[src/hdl/lzrd_pkg.sv]
// ============================================================================
// lzrd_pkg: shared types and constants for the LZSS ring decompressor
// Holds the controller states, the command and status bundles exchanged by the
// controller and the datapath, and the token format constants.
// ============================================================================
package lzrd_pkg;

   localparam int RING_DEPTH_DEF = 8192;

   // Token format.
   localparam int TOK_W      = 17;
   localparam int CNT_W      = 5;
   localparam int OFFSET_W   = 13;
   localparam int LEN_W      = 4;
   localparam int LIT_BITS   = 9;
   localparam int END_BITS   = 14;
   localparam int MATCH_BITS = 18;
   localparam int MIN_MATCH  = 3;
   localparam int BYTE_W     = 8;
   localparam int BIT_LEFT_W = 4;
   localparam int REMAIN_W   = 5;

   typedef enum logic [2:0] {
      ST_CLEAR,
      ST_IDLE,
      ST_BITS,
      ST_LIT,
      ST_RD,
      ST_WR,
      ST_END
   } state_type;

   typedef struct packed {
      logic load_byte;
      logic step_bit;
      logic clr_wr;
      logic lit_emit;
      logic rd_issue;
      logic copy_emit;
      logic end_emit;
   } ctrl_cmd_type;

   typedef struct packed {
      logic lit_done;
      logic end_hit;
      logic match_done;
      logic last_bit;
      logic more_bits;
      logic out_free;
      logic copy_last;
      logic clr_last;
   } dp_stat_type;

endpackage

[src/hdl/lzrd_ctrl.sv]
// ============================================================================
// lzrd_ctrl: sequencing controller for the LZSS ring decompressor
// Walks the bits of each request, steers literal, copy and end-marker
// emission, and runs the ring clearing pass after reset.
// ============================================================================
module lzrd_ctrl (
   input  logic                  clock,
   input  logic                  reset,
   input  logic                  req_valid,
   output logic                  req_stall,
   input  lzrd_pkg::dp_stat_type stat,
   output lzrd_pkg::ctrl_cmd_type cmd
);
   import lzrd_pkg::*;

   state_type state_ff;
   state_type state_in;

   always_ff @(posedge clock) begin
      if (reset) begin
         state_ff <= ST_CLEAR;
      end else begin
         state_ff <= state_in;
      end
   end

   always_comb begin
      state_in  = state_ff;
      cmd       = '0;
      req_stall = 1'b1;
      unique case (state_ff)
         ST_CLEAR: begin
            cmd.clr_wr = 1'b1;
            if (stat.clr_last) begin
               state_in = ST_IDLE;
            end
         end
         ST_IDLE: begin
            req_stall = 1'b0;
            if (req_valid) begin
               cmd.load_byte = 1'b1;
               state_in      = ST_BITS;
            end
         end
         ST_BITS: begin
            cmd.step_bit = 1'b1;
            priority if (stat.lit_done) begin
               state_in = ST_LIT;
            end else if (stat.end_hit) begin
               state_in = ST_END;
            end else if (stat.match_done) begin
               state_in = ST_RD;
            end else if (stat.last_bit) begin
               state_in = ST_IDLE;
            end
         end
         ST_LIT: begin
            if (stat.out_free) begin
               cmd.lit_emit = 1'b1;
               state_in     = stat.more_bits ? ST_BITS : ST_IDLE;
            end
         end
         ST_RD: begin
            cmd.rd_issue = 1'b1;
            state_in     = ST_WR;
         end
         ST_WR: begin
            if (stat.out_free) begin
               cmd.copy_emit = 1'b1;
               if (stat.copy_last) begin
                  state_in = stat.more_bits ? ST_BITS : ST_IDLE;
               end else begin
                  state_in = ST_RD;
               end
            end
         end
         ST_END: begin
            // The rest of the byte is dropped after the end marker.
            if (stat.out_free) begin
               cmd.end_emit = 1'b1;
               state_in     = ST_IDLE;
            end
         end
         default: begin
            state_in = ST_IDLE;
         end
      endcase
   end

endmodule

[config.mk]
export PLATFORM = sky130hd
export DESIGN_NAME = lzrd_ctrl
export DESIGN_NICKNAME = d
export VERILOG_FILES = /design/src/hdl/lzrd_pkg.sv /design/src/hdl/lzrd_ctrl.sv
export SDC_FILE = /design/constraint.sdc
export NUM_CORES = 1
export LEC_CHECK = 0
export BUFFER_PORTS_ARGS = -buffer_cell sky130_fd_sc_hd__buf_2
export CORE_AREA = 2 2 39 41
export CTS_CLUSTER_SIZE = 8
export DETAILED_ROUTE_END_ITERATION = 8
export DIE_AREA = 0 0 41 43
export PLACE_DENSITY = 0.6
export SLEW_MARGIN = 5
export SYNTH_ARGS = -nofsm -noshare
export SYNTH_HDL_FRONTEND = slang
export SYNTH_SLANG_ARGS = --single-unit
[constraint.sdc]
create_clock -name clock -period 1.6 [get_ports clock]
set_input_delay 0.24 -clock clock [delete_from_list [all_inputs] [get_ports clock]]
set_output_delay 0.24 -clock clock [all_outputs]
set_load 0.05 [all_outputs]
==> results.py, run 1 <==
metrics = {
    "yosys": {
        "ys.warnings.count": 0,
        "synth_nets": 64,
        "avgSynthCellArea_sq_um": 7.04,
        "async_reset_ff_share_pct": 0,
        "synthFlopType": "dfxtp_1",
        "seq_area_frac_synth_pct": 16.1,
        "synthTopCellsByArea": "dfxtp_1 (16%), a21oi_1 (9.4%), a211oi_1 (6.0%), buf_6 (6.0%), nor3_1 (5.4%)",
        "synth-seq-cells": 3,
        "synth_top_area_share_pct": 16.1,
        "netlist_instances": 53,
        "synth_area_leader_cell": "dfxtp_1",
        "ys_types": 24,
        "synth_area_sq_um": 373,
        "synth_edf_count": 0,
    },
    "global_routing": {
        "overflow": 0,
        "antenna_found_initial": 0,
        "grt_max_degree": 12,
        "grt_usage_pct": 14.5,
        "grt_pass1_wl_microns": 1770,
        "grt_pass1_vias": 426,
    },
    "job": {
        "drv_cap": 0,
    },
    "timing": {
        "clock_skew_ns": 0.00356,
        "period_needed_ns": 1.54,
        "slew_headroom_pct": 79.4,
        "worst_slew_pin_slew_ns": 0.305,
        "rsz0062_at_grt": "yes",
        "whs_ns": 0.186,
        "max_freq_mhz": 650,
        "setup_violations": 0,
        "final_max_slew_viol_count": 0,
        "fin_crit_sh_pct": 96.2,
        "hold_violations": 0,
    },
    "worst_setup_path": {
        "cp-start-kind": "flop",
        "end_kind": "primary output",
        "arrival_ns": 1.30,
        "cp-startpoint": "state_ff[0]$_SDFFE_PP0P_",
        "crit_fanout": 4,
        "r2r_start": "state_ff[2]$_SDFFE_PP0P_",
        "worstPathRequired_ns": 1.36,
        "critPathKind": "flop to primary output",
    },
    "clock_network": {
        "cts_root_buffer": "clkbuf_4",
        "cts.clk_slew.worst_paths_ns": 0.04,
        "cts_buffers": 3,
        "cts_buffer_depth": 2,
        "hold_buffers": 0,
        "cts_htree_levels": 1,
        "clock_latency_ns": 0.24,
        "cts_tree": "done",
        "tritoncts_num_sinks": 3,
    },
    "floorplanning": {
        "die_x_microns": 41,
        "fp.coreArea_sq_um": 1380,
        "start_util_pct": 26.9,
        "dieHeight_microns": 43,
        "io_pins": 19,
        "die-area_sq_um": 1760,
        "rows": 14,
    },
    "detailed_routing": {
        "viasPerCell": 5.17,
        "drtPass1Iterations": 4,
        "drt_iter0_markers": 8,
        "vias": 481,
        "wirelength_microns": 1110,
        "drc": 0,
        "routedWlPerCell_microns": 11.9,
        "ant_nets": 0,
    },
    "final_layout": {
        "reg_top3": "state_ff (3)",
        "diodes": 0,
        "num-fill-cells": 155,
        "largest_register_ffs": 3,
        "post-route-util_pct": 41.4,
        "drive_gt1_share_pct": 51.9,
        "top_register": "state_ff",
        "final_nets": 89,
        "fin_cells": 93,
        "area_growth_pct": 53.7,
    },
    "place": {
        "gp_congestion": 0.777,
        "placed_cells": 89,
        "hpwl_microns": 845,
        "portBuffers": 18,
    },
    "hold_path": {
        "hp-class": "input pin to flop",
        "min_from": "reset",
    },
    "power": {
        "power.internal_mw": 0.261,
        "pwr_density_cell_nw_per_um2": 801,
        "pwr-share-seq_pct": 21.6,
        "switching_share_pct": 43.1,
        "power_mw": 0.459,
        "vdd_ir_drop_max_uv": 221,
        "pwr-share-clk_pct": 30.1,
        "cellLeakagePower_nw": 0.246,
        "power.switching_mw": 0.198,
        "pwr-share-comb_pct": 48.3,
    },
    "status": {
        "outcome": "finished, final reports clean",
    },
}
cell type report:
class	count	area [sq um]	area share, %
inverter	5	18.8	3.28
tap	16	20.0	3.49
clock buffer	4	26.3	4.59
multi-input combinational	41	298	52.0
sequential	3	63.8	11.1
timing repair buffer	24	146	25.5
synthesized netlist by cell type, drive strengths merged (2+ instances only):
library cell  instances
clkbuf                2
nor2                  4
nor3                  4
nor3b                 2
a21oi                 7
dfxtp                 3
o21ai                 4
o311ai                2
buf                   2
and3                  2
nand2                 4
a211oi                3
inv                   5
per-layer routing:
metal	global-route usage, %	routed length [microns]	vias up	part of all wire (%)
li1	-	-	246	-
met1	20.4	491	217	44
met2	21.6	545	16	49
met3	3.14	56	2	5.1
met4	4.00	13	0	1.2
met5	0	0	-	0
cell usage in the layout (no fill, tap or decap), types with 2 or more instances in the layout:
cell type and count:
buf_2 15, a21oi_1 7, buf_4 6, inv_1 5, clkbuf_4 5, nand2_1 4, o21ai_0 4, nor2_1 3
a211oi_1 3, dfxtp_2 3, nor3b_2 2, nor3_1 2, and3_1 2
kinds of logic after synthesis:
family	Yosys count	synth area share, %
AO/OA/AOI/OAI	22	43.3
AND/OR/NAND/NOR	19	27.5
buffers and inverters	9	13.1
flip-flops	3	16.1
stage by stage:
step | instance area, sq um | setup TNS, ns | worst slack (ns)
after global placement | 527 | 0 | 0.0608
after CTS | 559 | 0 | 0.0143
after detailed placement | 527 | 0 | 0.0741
final | 573 | 0 | 0.0611
after floorplan | 402 | -1.43 | -0.342
after global routing | 573 | -0.000571 | -0.000571
power groups by stage:
stage | logic, mW | clock network [mW] | registers (mW)
2_1_floorplan | 0.155 | 0 | 0.0912
3_3_place_gp | 0.211 | 0 | 0.0978
3_5_place_dp | 0.212 | 0 | 0.0979
4_1_cts | 0.214 | 0.143 | 0.0986
5_1_grt | 0.240 | 0.148 | 0.101
6_report | 0.221 | 0.138 | 0.0993
critical path: stages, from the launching register on:
cell and delay, ns:
dfxtp_2 0.36, inv_1 0.07, or3_4 0.39, nor2_4 0.09, buf_6 0.16
timing repair:
action / in CTS / in global routing
endpoints found under the setup margin: 5 / 3
gates resized for setup: 4 / 4
buffers inserted: 0 / 0
worst paths after layout:
kind | to | slack [ns] | cells past startpoint
worst max-delay path | cmd[6] | 0.06 | 4
worst max register to register | state_ff[2]$_SDFFE_PP0P_ | 0.18 | 4
worst min-delay path | state_ff[2]$_SDFFE_PP0P_ | 0.19 | 2
worst min register to register | state_ff[2]$_SDFFE_PP0P_ | 0.68 | 2
No activity file was read; power rests on OpenSTA's default activity.
==> run 2, diff against run 1 <==
PLACE_DENSITY = 0.62   (was 0.6)
clock period = 1.4 ns   (was 1.6 ns; I/O delays follow)
==> results.py, run 2 (synthesis gave the netlist of run 1 again) <==
metrics = {
    "place": {
        "dpl_cell_area_sq_um": 631,
        "portBuffers": 18,
        "placed_cells": 95,
        "gp_congestion": 0.861,
        "post-place-ws_ns": -0.144,
        "hpwl_microns": 990,
    },
    "final_layout": {
        "largest_register_ffs": 3,
        "fin_area_sq_um": 791,
        "final_nets": 101,
        "post-route-util_pct": 57.1,
        "multiInputGateArea_sq_um": 370,
        "final_common_cell": "buf_4",
        "final_cell_mix": "buf_4 (15), buf_2 (11), buf_6 (9), a21oi_1 (7)",
        "diodes": 0,
        "top_register": "state_ff",
        "fin_cells": 105,
        "area_growth_pct": 112,
        "num-fill-cells": 133,
        "drive_gt1_share_pct": 68.5,
        "seq_area_sq_um": 71.3,
        "reg_top3": "state_ff (3)",
    },
    "worst_setup_path": {
        "path_delay_family": "simple AND/OR/NAND/NOR gates",
        "arrival_ns": 1.24,
        "critPathSlowestCell": "or3_4",
        "critPathKind": "flop to primary output",
        "end_kind": "primary output",
        "worstPathRequired_ns": 1.19,
        "crit_buf_inv": 1,
        "crit_fanout": 6,
        "cp-start-kind": "flop",
        "crit_path_cell_trace": "or3_4, nor2_4, buf_8",
        "critPathMaxStageDelay_ns": 0.40,
        "rrSetupSlack_ns": 0.01,
    },
    "timing": {
        "fin_crit_sh_pct": 103,
        "worst_slew_pin_slew_ns": 0.329,
        "whs_ns": 0.161,
        "tns_ns": -0.0719,
        "period_needed_ns": 1.45,
        "final_max_slew_viol_count": 0,
        "setup_violations": 3,
        "hold_violations": 0,
        "max_freq_mhz": 691,
        "slew_headroom_pct": 78.0,
        "clock_skew_ns": 0.00437,
        "rsz0062_at_grt": "yes",
        "fin_ws_ns": -0.0462,
    },
    "floorplanning": {
        "rows": 14,
        "die_x_microns": 41,
        "io_pins": 19,
        "die-area_sq_um": 1760,
        "start_util_pct": 26.9,
        "fp.coreArea_sq_um": 1380,
        "dieHeight_microns": 43,
    },
    "power": {
        "vdd_ir_drop_max_uv": 410,
        "power_mw": 0.624,
        "power.switching_mw": 0.258,
        "switching_share_pct": 41.3,
        "pwr-share-clk_pct": 24.0,
        "cellLeakagePower_nw": 0.333,
        "pwr-share-comb_pct": 58.7,
        "pwr-share-seq_pct": 17.3,
        "pwr_density_cell_nw_per_um2": 789,
        "power.internal_mw": 0.366,
    },
    "global_routing": {
        "grt_pass1_vias": 470,
        "grt_max_degree": 11,
        "antenna_found_initial": 0,
        "overflow": 0,
        "grt_usage_pct": 15.7,
        "grt_pass1_wl_microns": 1930,
    },
    "clock_network": {
        "cts_buffers": 3,
        "cts.clk_slew.worst_paths_ns": 0.04,
        "cts_root_buffer": "clkbuf_4",
        "tritoncts_num_sinks": 3,
        "cts_buffer_depth": 2,
        "clock_latency_ns": 0.23,
        "cts_htree_levels": 1,
        "cts_tree": "done",
    },
    "status": {
        "outcome": "finished with violations",
        "failed_checks": "setup timing",
    },
    "job": {
        "drv_cap": 0,
    },
    "detailed_routing": {
        "routedWlPerCell_microns": 12.5,
        "viasPerCell": 5.21,
        "ant_nets": 0,
        "vias": 547,
        "drt_iter0_markers": 11,
        "drc": 0,
        "drtPass1Iterations": 4,
        "wirelength_microns": 1310,
    },
    "hold_path": {
        "hp-class": "input pin to flop",
    },
}
## run 2: changes by cell type in the layout (fill, tap and decap cells not counted), moves of 3 or more
cell | before | now
dfxtp_2 | 3 | 0
dfxtp_4 | 0 | 3
buf_4 | 6 | 15
buf_6 | 1 | 9
buf_2 | 15 | 11
nor3_4 | 1 | 4
## run 2: worst reg2reg max path, stage by stage, from the launching register on
cell and delay [ns]:
dfxtp_4 0.37, buf_6 0.12, nor2_1 0.05, o311ai_2 0.34
o2111ai_2 0.17, a221oi_2 0.25
## run 2: path summary, 6_finish.rpt
path / from / end / depth (start not counted)
hold reg to reg: state_ff[1]$_SDFFE_PP0P_ / state_ff[1]$_SDFFE_PP0P_ / 3
setup / recovery: state_ff[1]$_SDFFE_PP0P_ / cmd[6] / 3
setup reg to reg: state_ff[2]$_SDFFE_PP0P_ / state_ff[2]$_SDFFE_PP0P_ / 5
hold / removal: reset / state_ff[2]$_SDFFE_PP0P_ / 2
## run 2: power groups by stage
stage	Sequential, mW	Combinational (mW)	Clock [mW]
2_1_floorplan	0.110	0.205	0
3_3_place_gp	0.115	0.288	0
3_5_place_dp	0.116	0.292	0
4_1_cts	0.111	0.320	0.152
5_1_grt	0.109	0.389	0.160
6_report	0.108	0.366	0.150
## run 2: area by class of cell
| cell class | instances | share of cell area, % |
|---|---|---|
| clock buffers | 4 | 3.32 |
| inverters | 5 | 2.37 |
| multi-input cells | 41 | 46.8 |
| flip-flops and latches | 3 | 9.02 |
| well taps | 16 | 2.53 |
| repair buffers | 36 | 35.9 |
## run 2: routing by layer
metal	track usage (%)	up-vias	routed length, microns
li1	-	272	-
met1	21.0	253	560
met2	24.7	22	684
met3	3.14	0	67
met4	4.00	0	0
met5	0	-	0
## run 2: repair_timing
item | in CTS | in global routing
endpoints found under the setup margin | 10 | 9
cloned | 0 | 0
resized for setup | 17 | 13
setup buffers | 3 | 3
pin swaps | 1 | 8
hold buffers | 0 | 0
